$ cat src/rtl/ssm_pkg.sv
package ssm_pkg;

  localparam int ORDER       = 6;
  localparam int NCOL        = ORDER + 1;
  localparam int STATE_W     = 32;
  localparam int TABLE_SCALE = 10000;

  typedef logic [2:0] row_t;
  typedef logic [2:0] col_t;

  // coefficients in units of 1/TABLE_SCALE, row i holds A[i][0..5] then B[i]
  localparam int COEF_TABLE [ORDER][NCOL] = '{
    '{  9652,  -172,    57,   -58,    52,  -251,  471 },
    '{  7732,  1252,  2315,   700,  1282,  7754,  377 },
    '{  8278, -7522,  -956,  3299, -4855,  3915,  404 },
    '{  9948,  2655, -3848,  4212,  3927,  2899,  485 },
    '{  7648, -4165, -4855, -3366,  -986,  7281,  373 },
    '{ 11056,  7587,  1179,   748, -2192,  1491,  539 }
  };

  // round to nearest, ties away from zero
  function automatic longint fixed_coef(int t, int frac);
    longint mag;
    longint q;
    mag = (t < 0) ? -longint'(t) : longint'(t);
    q = ((mag << frac) + (TABLE_SCALE / 2)) / TABLE_SCALE;
    return (t < 0) ? -q : q;
  endfunction

  typedef struct packed {
    logic start;
    logic clear;
    logic mac;
    row_t row;
    col_t col;
    logic first;
    logic last;
    logic out_load;
  } ssm_cmd_t;

  typedef struct packed {
    logic done;
  } ssm_status_t;

endpackage

$ cat src/rtl/ssm_in_if.sv
interface ssm_in_if;
  logic               valid;
  logic               ready;
  logic signed [31:0] sample_in;
  logic               clear;

  modport source(output valid, output sample_in, output clear, input ready);
  modport sink(input valid, input sample_in, input clear, output ready);
endinterface

$ cat src/rtl/ssm_out_if.sv
interface ssm_out_if;
  logic               valid;
  logic               ready;
  logic signed [31:0] voltage_out;
  logic               saturated;

  modport source(output valid, output voltage_out, output saturated, input ready);
  modport sink(input valid, input voltage_out, input saturated, output ready);
endinterface

$ cat src/rtl/ssm_datapath.sv
module ssm_datapath import ssm_pkg::*; #(
  parameter int FRAC_BITS = 16
) (
  input  logic                      clk,
  input  logic                      rst,
  input  ssm_cmd_t                  cmd,
  input  logic signed [STATE_W-1:0] sample_in,
  output ssm_status_t               status,
  output logic signed [STATE_W-1:0] voltage_out,
  output logic                      saturated
);

  localparam int CW     = FRAC_BITS + 2;
  localparam int PROD_W = STATE_W + CW;
  localparam int ACC_W  = PROD_W + 3;
  localparam int RES_W  = ACC_W - FRAC_BITS;

  logic signed [CW-1:0]      coef [ORDER][NCOL];
  logic signed [STATE_W-1:0] states [ORDER];
  logic signed [STATE_W-1:0] nxt [ORDER];
  logic signed [STATE_W-1:0] sample_reg;
  logic signed [STATE_W-1:0] operand;

  logic signed [PROD_W-1:0]  prod;
  logic                      p_valid;
  logic                      p_first;
  logic                      p_last;
  row_t                      p_row;

  logic signed [ACC_W-1:0]   acc;
  logic signed [ACC_W-1:0]   prod_ext;
  logic signed [ACC_W-1:0]   rounded;
  logic signed [RES_W-1:0]   shifted;
  logic                      a_done;
  row_t                      a_row;

  logic signed [STATE_W-1:0] row_val;
  logic                      row_clip;
  logic                      row_last;
  logic                      sat_acc;

  logic signed [STATE_W-1:0] res_val;
  logic                      res_sat;
  logic                      done;

  for (genvar r = 0; r < ORDER; r++) begin : g_row
    for (genvar c = 0; c < NCOL; c++) begin : g_col
      assign coef[r][c] = CW'(fixed_coef(COEF_TABLE[r][c], FRAC_BITS));
    end
  end

  assign operand  = (cmd.col == col_t'(ORDER)) ? sample_reg : states[cmd.col];
  assign prod_ext = {{(ACC_W - PROD_W){prod[PROD_W-1]}}, prod};

  // round half up, then floor shift
  assign rounded  = acc + (ACC_W'(1) << (FRAC_BITS - 1));
  assign shifted  = rounded[ACC_W-1:FRAC_BITS];

  always_comb begin
    row_clip = !((&shifted[RES_W-1:STATE_W-1]) || !(|shifted[RES_W-1:STATE_W-1]));
    if (row_clip) begin
      row_val = shifted[RES_W-1] ? {1'b1, {(STATE_W-1){1'b0}}}
                                 : {1'b0, {(STATE_W-1){1'b1}}};
    end else begin
      row_val = shifted[STATE_W-1:0];
    end
  end

  assign row_last = (a_row == row_t'(ORDER - 1));

  always_ff @(posedge clk) begin
    if (rst) begin
      p_valid <= 1'b0;
      a_done  <= 1'b0;
      done    <= 1'b0;
      for (int i = 0; i < ORDER; i++) begin
        states[i] <= '0;
      end
    end else begin
      p_valid <= cmd.mac;
      a_done  <= p_valid && p_last;
      done    <= a_done && row_last;
      if (cmd.clear) begin
        for (int i = 0; i < ORDER; i++) begin
          states[i] <= '0;
        end
      end else if (a_done && row_last) begin
        for (int i = 0; i < ORDER - 1; i++) begin
          states[i] <= nxt[i];
        end
        states[ORDER-1] <= row_val;
      end
    end
  end

  always_ff @(posedge clk) begin
    if (cmd.start) begin
      sample_reg <= sample_in;
    end
    if (cmd.mac) begin
      prod    <= coef[cmd.row][cmd.col] * operand;
      p_first <= cmd.first;
      p_last  <= cmd.last;
      p_row   <= cmd.row;
    end
    if (p_valid) begin
      acc   <= p_first ? prod_ext : acc + prod_ext;
      a_row <= p_row;
    end
    if (cmd.start) begin
      sat_acc <= 1'b0;
    end else if (a_done) begin
      sat_acc <= sat_acc | row_clip;
    end
    if (a_done && !row_last) begin
      nxt[a_row] <= row_val;
    end
    if (cmd.clear) begin
      res_val <= '0;
      res_sat <= 1'b0;
    end else if (a_done && row_last) begin
      res_val <= row_val;
      res_sat <= sat_acc | row_clip;
    end
    if (cmd.out_load) begin
      voltage_out <= res_val;
      saturated   <= res_sat;
    end
  end

  assign status.done = done;

endmodule

$ cat src/rtl/ssm_ctrl.sv
module ssm_ctrl import ssm_pkg::*; (
  input  logic        clk,
  input  logic        rst,
  input  logic        in_valid,
  input  logic        in_clear,
  output logic        in_ready,
  input  logic        out_ready,
  output logic        out_valid,
  input  ssm_status_t status,
  output ssm_cmd_t    cmd
);

  typedef enum logic [1:0] {
    IDLE,
    RUN,
    DRAIN,
    LOAD
  } state_t;

  state_t state;
  row_t   row;
  col_t   col;
  logic   in_fire;
  logic   load_ok;

  assign in_ready = (state == IDLE);
  assign in_fire  = in_valid && in_ready;
  assign load_ok  = (state == LOAD) && (!out_valid || out_ready);

  always_comb begin
    cmd          = '0;
    cmd.start    = in_fire && !in_clear;
    cmd.clear    = in_fire && in_clear;
    cmd.mac      = (state == RUN);
    cmd.row      = row;
    cmd.col      = col;
    cmd.first    = (col == '0);
    cmd.last     = (col == col_t'(NCOL - 1));
    cmd.out_load = load_ok;
  end

  always_ff @(posedge clk) begin
    if (rst) begin
      state     <= IDLE;
      row       <= '0;
      col       <= '0;
      out_valid <= 1'b0;
    end else begin
      if (load_ok) begin
        out_valid <= 1'b1;
      end else if (out_ready) begin
        out_valid <= 1'b0;
      end
      unique case (state)
        IDLE: begin
          row <= '0;
          col <= '0;
          if (in_fire) begin
            state <= in_clear ? LOAD : RUN;
          end
        end
        RUN: begin
          if (col == col_t'(NCOL - 1)) begin
            col <= '0;
            row <= row + row_t'(1);
            if (row == row_t'(ORDER - 1)) begin
              state <= DRAIN;
            end
          end else begin
            col <= col + col_t'(1);
          end
        end
        DRAIN: begin
          if (status.done) begin
            state <= LOAD;
          end
        end
        LOAD: begin
          if (load_ok) begin
            state <= IDLE;
          end
        end
        default: state <= IDLE;
      endcase
    end
  end

endmodule

$ cat src/rtl/state_space_model_step_unit.sv
// Sixth-order discrete state-space model step: each item with clear low computes
// x(k+1) = A*x(k) + B*u(k) with fixed Q2.FRAC_BITS coefficients over Q16.16 state
// and input, rounds each row half up, saturates it to 32 bits and returns the sixth
// new state with a flag that is set if any row clipped. An item with clear high
// zeroes the six states and returns zero. A normal step runs its 42 products
// through one shared multiply-accumulate, one product a cycle, then drains the
// multiply and accumulate registers; the result is then loaded into the output
// register, and the next item is taken only after that load. The result sits in
// an output register, so a new item may start while it waits.
module state_space_model_step_unit import ssm_pkg::*; #(
  parameter int FRAC_BITS = 16
) (
  input  logic clk,
  input  logic rst,
  ssm_in_if.sink    in_ch,
  ssm_out_if.source out_ch
);

  ssm_cmd_t    cmd;
  ssm_status_t status;

  ssm_ctrl u_ctrl (
    .clk       (clk),
    .rst       (rst),
    .in_valid  (in_ch.valid),
    .in_clear  (in_ch.clear),
    .in_ready  (in_ch.ready),
    .out_ready (out_ch.ready),
    .out_valid (out_ch.valid),
    .status    (status),
    .cmd       (cmd)
  );

  ssm_datapath #(
    .FRAC_BITS (FRAC_BITS)
  ) u_datapath (
    .clk         (clk),
    .rst         (rst),
    .cmd         (cmd),
    .sample_in   (in_ch.sample_in),
    .status      (status),
    .voltage_out (out_ch.voltage_out),
    .saturated   (out_ch.saturated)
  );

endmodule

$ cat src/flat_wrapper.sv
// flat-port wrapper written by rule: the top's interface ports become plain ports
module state_space_model_step_unit_flat import ssm_pkg::*;
#(
  parameter int FRAC_BITS = 16
)
  (clk, rst, in_ch_valid, in_ch_sample_in, in_ch_clear, in_ch_ready, out_ch_valid, out_ch_voltage_out, out_ch_saturated, out_ch_ready);
  ssm_in_if in_ch_i ();
  ssm_out_if out_ch_i ();
  input  logic clk;
  input  logic rst;
  input wire logic [$bits(in_ch_i.valid)-1:0] in_ch_valid;
  input wire logic [$bits(in_ch_i.sample_in)-1:0] in_ch_sample_in;
  input wire logic [$bits(in_ch_i.clear)-1:0] in_ch_clear;
  output wire logic [$bits(in_ch_i.ready)-1:0] in_ch_ready;
  output wire logic [$bits(out_ch_i.valid)-1:0] out_ch_valid;
  output wire logic [$bits(out_ch_i.voltage_out)-1:0] out_ch_voltage_out;
  output wire logic [$bits(out_ch_i.saturated)-1:0] out_ch_saturated;
  input wire logic [$bits(out_ch_i.ready)-1:0] out_ch_ready;
  assign in_ch_i.valid = in_ch_valid;
  assign in_ch_i.sample_in = in_ch_sample_in;
  assign in_ch_i.clear = in_ch_clear;
  assign in_ch_ready = in_ch_i.ready;
  assign out_ch_valid = out_ch_i.valid;
  assign out_ch_voltage_out = out_ch_i.voltage_out;
  assign out_ch_saturated = out_ch_i.saturated;
  assign out_ch_i.ready = out_ch_ready;
  state_space_model_step_unit #(.FRAC_BITS(FRAC_BITS)) u_core (.clk(clk), .rst(rst), .in_ch(in_ch_i), .out_ch(out_ch_i));
endmodule
$ cat config.mk
export PLATFORM = sky130hd
export DESIGN_NAME = state_space_model_step_unit_flat
export DESIGN_NICKNAME = d
export VERILOG_FILES = /design/src/rtl/ssm_pkg.sv /design/src/rtl/ssm_in_if.sv /design/src/rtl/ssm_out_if.sv /design/src/rtl/ssm_datapath.sv /design/src/rtl/ssm_ctrl.sv /design/src/rtl/state_space_model_step_unit.sv /design/src/flat_wrapper.sv
export SDC_FILE = /design/constraint.sdc
export NUM_CORES = 2
export LEC_CHECK = 0
export BUFFER_PORTS_ARGS = -buffer_cell sky130_fd_sc_hd__buf_4
export CORE_ASPECT_RATIO = 1.75
export CORE_MARGIN = 2
export CORE_UTILIZATION = 40
export DETAILED_ROUTE_END_ITERATION = 7
export HOLD_SLACK_MARGIN = 0.05
export PLACE_DENSITY = 0.54
export SLEW_MARGIN = 20
export SYNTH_ARGS = -nofsm -noshare
export SYNTH_HDL_FRONTEND = slang
export SYNTH_SLANG_ARGS = --single-unit
$ cat constraint.sdc
create_clock -name clk -period 13.7 [get_ports clk]
set_input_delay 1.37 -clock clk [delete_from_list [all_inputs] [get_ports clk]]
set_output_delay 1.37 -clock clk [all_outputs]
set_load 0.05 [all_outputs]
==> summary.md <==
| Metric | Value |
|---|---|
| Status | `completed` |
| Final hold vios | `0` |
| Crit path launch type | `flop` |
| Post-synth ARST share | `0` |
| Layout cells sized above 1 | `0.0786` |
| Critical path origin | `u_core.u_ctrl.col[0]$_SDFFE_PP0N_` |
| CP endpoint kind | `flop` |
| CTS tree | `done` |
| Num rows | `~160` |
| Initial Util | `0.403` |
| Max Freq | `101 MHz` |
| Syn avg cell area | `10.6 um2` |
| Number of global-route vias before repair | `between 30k and 40k` |
| Crit share post-route | `0.723` |
| Cells after Synth | `about 4.4k` |
| Final TNS setup | `0 ns` |
| Syn nets | `5,145` |
| Reg clk slew, reported paths | `about 0.07 ns` |
| Finish-stage setup viols | `0` |
| Area leader, netlist | `edfxtp_1` |
| Max Slew Vio Count | `0` |
| Initial antenna violation count | `1` |
| Critical R2R Launch | `u_core.u_ctrl.col[0]$_SDFFE_PP0N_` |
| Critical Path End | `u_core.u_datapath.prod[45]$_DFFE_PP_` |
| Max-Cap Viols | `0` |
| DIE HEIGHT | `453 um` |
| Commonest cells in the netlist | `649 x inv_1, 554 x fa_1, 528 x edfxtp_1` |
| HP Class | `reg -> reg` |
| Buffers on Ports | `71` |
| First-pass GRT wire length | `approximately 210,000 um` |
| Number of gates resized after CTS | `0` |
| Max H-tree Level | `2` |
| Ys flop type | `edfxtp_1` |
| R2R Path End | `u_core.u_datapath.prod[45]$_DFFE_PP_` |
| Distinct cell type count after synthesis | `between 70 and 80` |
| Worst-margin pin slew | `~1.1 ns` |
| Post-synthesis sequential area ratio | `0.365` |
| Via Count | `between 30k and 40k` |
| R2R depth | `27` |
| Kind of critical path | `reg -> reg` |
| CTS root buf | `clkbuf_16` |
| Clk_skew | `0.0381 ns` |
| Die width | `about 260 um` |
| Fill count | `between 10k and 15k` |
| Synthesized flop and latch total | `577` |
| Post-DP HPWL | `around 100,000 um` |
| Clk_lat worst skew | `approximately 0.68 ns` |
| Clk sinks | `around 580` |
| Reg area | `16,800 um2` |
| Final WL | `around 140,000 um` |
| Max reg flops | `between 150 and 200` |
| CP required | `between 10 and 15 ns` |
| Hold buffer count at CTS | `0` |
| Core area | `114,000 um2` |
| Post-Syn Area | `46,100 um2` |
| Reg-to-reg setup timing slack | `~3.8 ns` |
| Vias per cell | `5.35` |
| Clock Path Buffers | `3` |
| Post-route ant nets | `0` |
| Synth area leaders | `edfxtp_1 34%, fa_1 24%, ha_1 5.3%` |
| Drc violations | `0` |
| Initial DRC Count | `approximately 2.0k` |
| Most numerous cell in the Yosys netlist | `inv_1` |
| Post-synth top area share | `0.344` |
| DRT Pass-1 Iters | `5` |
| Total GRT Usage | `0.240` |
| CTS Buf Count | `between 50 and 60` |
| Largest Register | `u_core.u_datapath.states` |
| Rel. slew slack | `0.257` |
| Critical path fanouts, max | `86` |
| DIE AREA | `~120,000 um2` |
| Largest net degree at the start of global routing | `162` |
| GPL Wtd Cong | `slightly above 0.9` |
| Biggest regs | `u_core.u_datapath.states (192), u_core.u_datapath.nxt (160), u_core.u_datapath.acc (53)` |
| RSZ-0062 raised after global routing | `no` |
| Crit path arrival time | `about 10 ns` |
| Ports | `72` |
| Synthesis Warnings | `0` |
| Post-route minimum period | `9.90 ns` |
| Avg WL per Cell | `roughly 23 um` |
| Global route overflow | `0` |
| Area grow syn2layout | `9.66%` |
| # nets final | `5,152` |
| Postcts setup bufs | `0` |
| Area of the multi-input gates | `around 26,000 um2` |
| EDFF count, synth | `528` |
## stage by stage
stage / worst slack, ns / cells / area (um2) / hold WS (ns) / utilization
2_1_floorplan: 5.64 / 4359 / 46100 / 0.400 / -
3_3_place_gp: 4.23 / 5804 / 48500 / 0.410 / 0.424
3_5_place_dp: 4.16 / 5804 / 48500 / 0.413 / 0.424
4_1_cts: 4.08 / 5906 / 50500 / 0.432 / 0.442
5_1_grt: 3.53 / 5907 / 50500 / 0.431 / 0.442
6_report: 3.80 / 5907 / 50500 / 0.428 / 0.442
## cell usage in the layout, fill, tap and decap left out, types with 15 or more instances in the layout
cell type  instances
a211oi_1          41
xor2_1            41
nand4_1           24
buf_4            153
mux2i_1           40
fa_1             554
mux4_2            34
and2_1           186
inv_1            649
o21ai_0          161
ha_1             194
nand2b_1          23
nor3_1            24
o21ai_1           54
clkbuf_16         54
o21a_1            21
o21bai_1          20
nor2b_1           90
a21o_1            82
xnor2_1           79
a31oi_1           15
edfxtp_1         528
nor2_1           342
dfxtp_1           45
a21oi_1          145
nand3_1           45
nand2_1          508
and3_1            25
## critical path, cell delays in order (launching register included)
cell      delay, ns
dfxtp_1        0.31
buf_4          0.44
inv_1          0.37
nand2_1        0.35
nor2_4         0.06
buf_12         0.18
a211oi_1       0.96
a21o_1         0.54
nand2_1        0.16
fa_1           0.54
fa_1           0.54
fa_1           0.52
inv_1          0.06
fa_1           0.50
fa_1           0.50
inv_1          0.05
fa_1           0.48
inv_1          0.04
ha_1           0.32
and3_1         0.22
a221o_1        0.32
a21o_1         0.19
a211oi_1       0.72
o211a_1        0.35
o21ai_1        0.19
a21boi_1       0.29
o21ai_1        0.11
xor2_1         0.17
## worst min-delay path by stage
stage,to,start,slack (ns),depth (start not counted)
after floorplan,u_core.u_datapath.a_row[0]$_DFFE_PP_,u_core.u_datapath.p_row[0]$_DFFE_PP_,0.40,0
after global placement,u_core.u_datapath.voltage_out[6]$_DFFE_PP_,u_core.u_datapath.res_val[6]$_SDFFE_PP0P_,0.41,0
after detailed placement,u_core.u_datapath.a_row[0]$_DFFE_PP_,u_core.u_datapath.p_row[0]$_DFFE_PP_,0.41,0
after CTS,u_core.u_datapath.a_row[1]$_DFFE_PP_,u_core.u_datapath.p_row[1]$_DFFE_PP_,0.43,0
after global routing,u_core.u_datapath.a_row[1]$_DFFE_PP_,u_core.u_datapath.p_row[1]$_DFFE_PP_,0.43,0
final,u_core.u_datapath.voltage_out[14]$_DFFE_PP_,u_core.u_datapath.res_val[14]$_SDFFE_PP0P_,0.43,0
## kinds of logic (layout without fill, tap and decap cells)
kind of cell | Yosys count | in the layout | share of synthesized area
buf+inv | 854 | 907 | 0.0702
other cells | 0 | 1 | 0
flops | 577 | 577 | 0.365
mux | 78 | 78 | 0.0263
xor+xnor | 121 | 121 | 0.0230
fa+ha+maj | 749 | 749 | 0.294
compound gates | 638 | 638 | 0.0854
simple gates | 1342 | 1342 | 0.136
## routing by layer
metal / wire length [um] / GRT usage
met2: 74700 / 0.452
met4: 8770 / 0.131
met1: 49300 / 0.258
met3: 5870 / 0.0301
met5: 0 / 0
## cell type report
class,count,share of cell area
diodes,1,0.0000495
clock buffers,60,0.0280
clock inverters,42,0.0119
inverters,650,0.0483
multi-input cells,2928,0.518
flip-flops and latches,577,0.333
well taps,1494,0.0370
repair buffers,155,0.0235
Power is not shown: default switching activity piles up to over one toggle a cycle in this logic, so the estimate is an artifact.
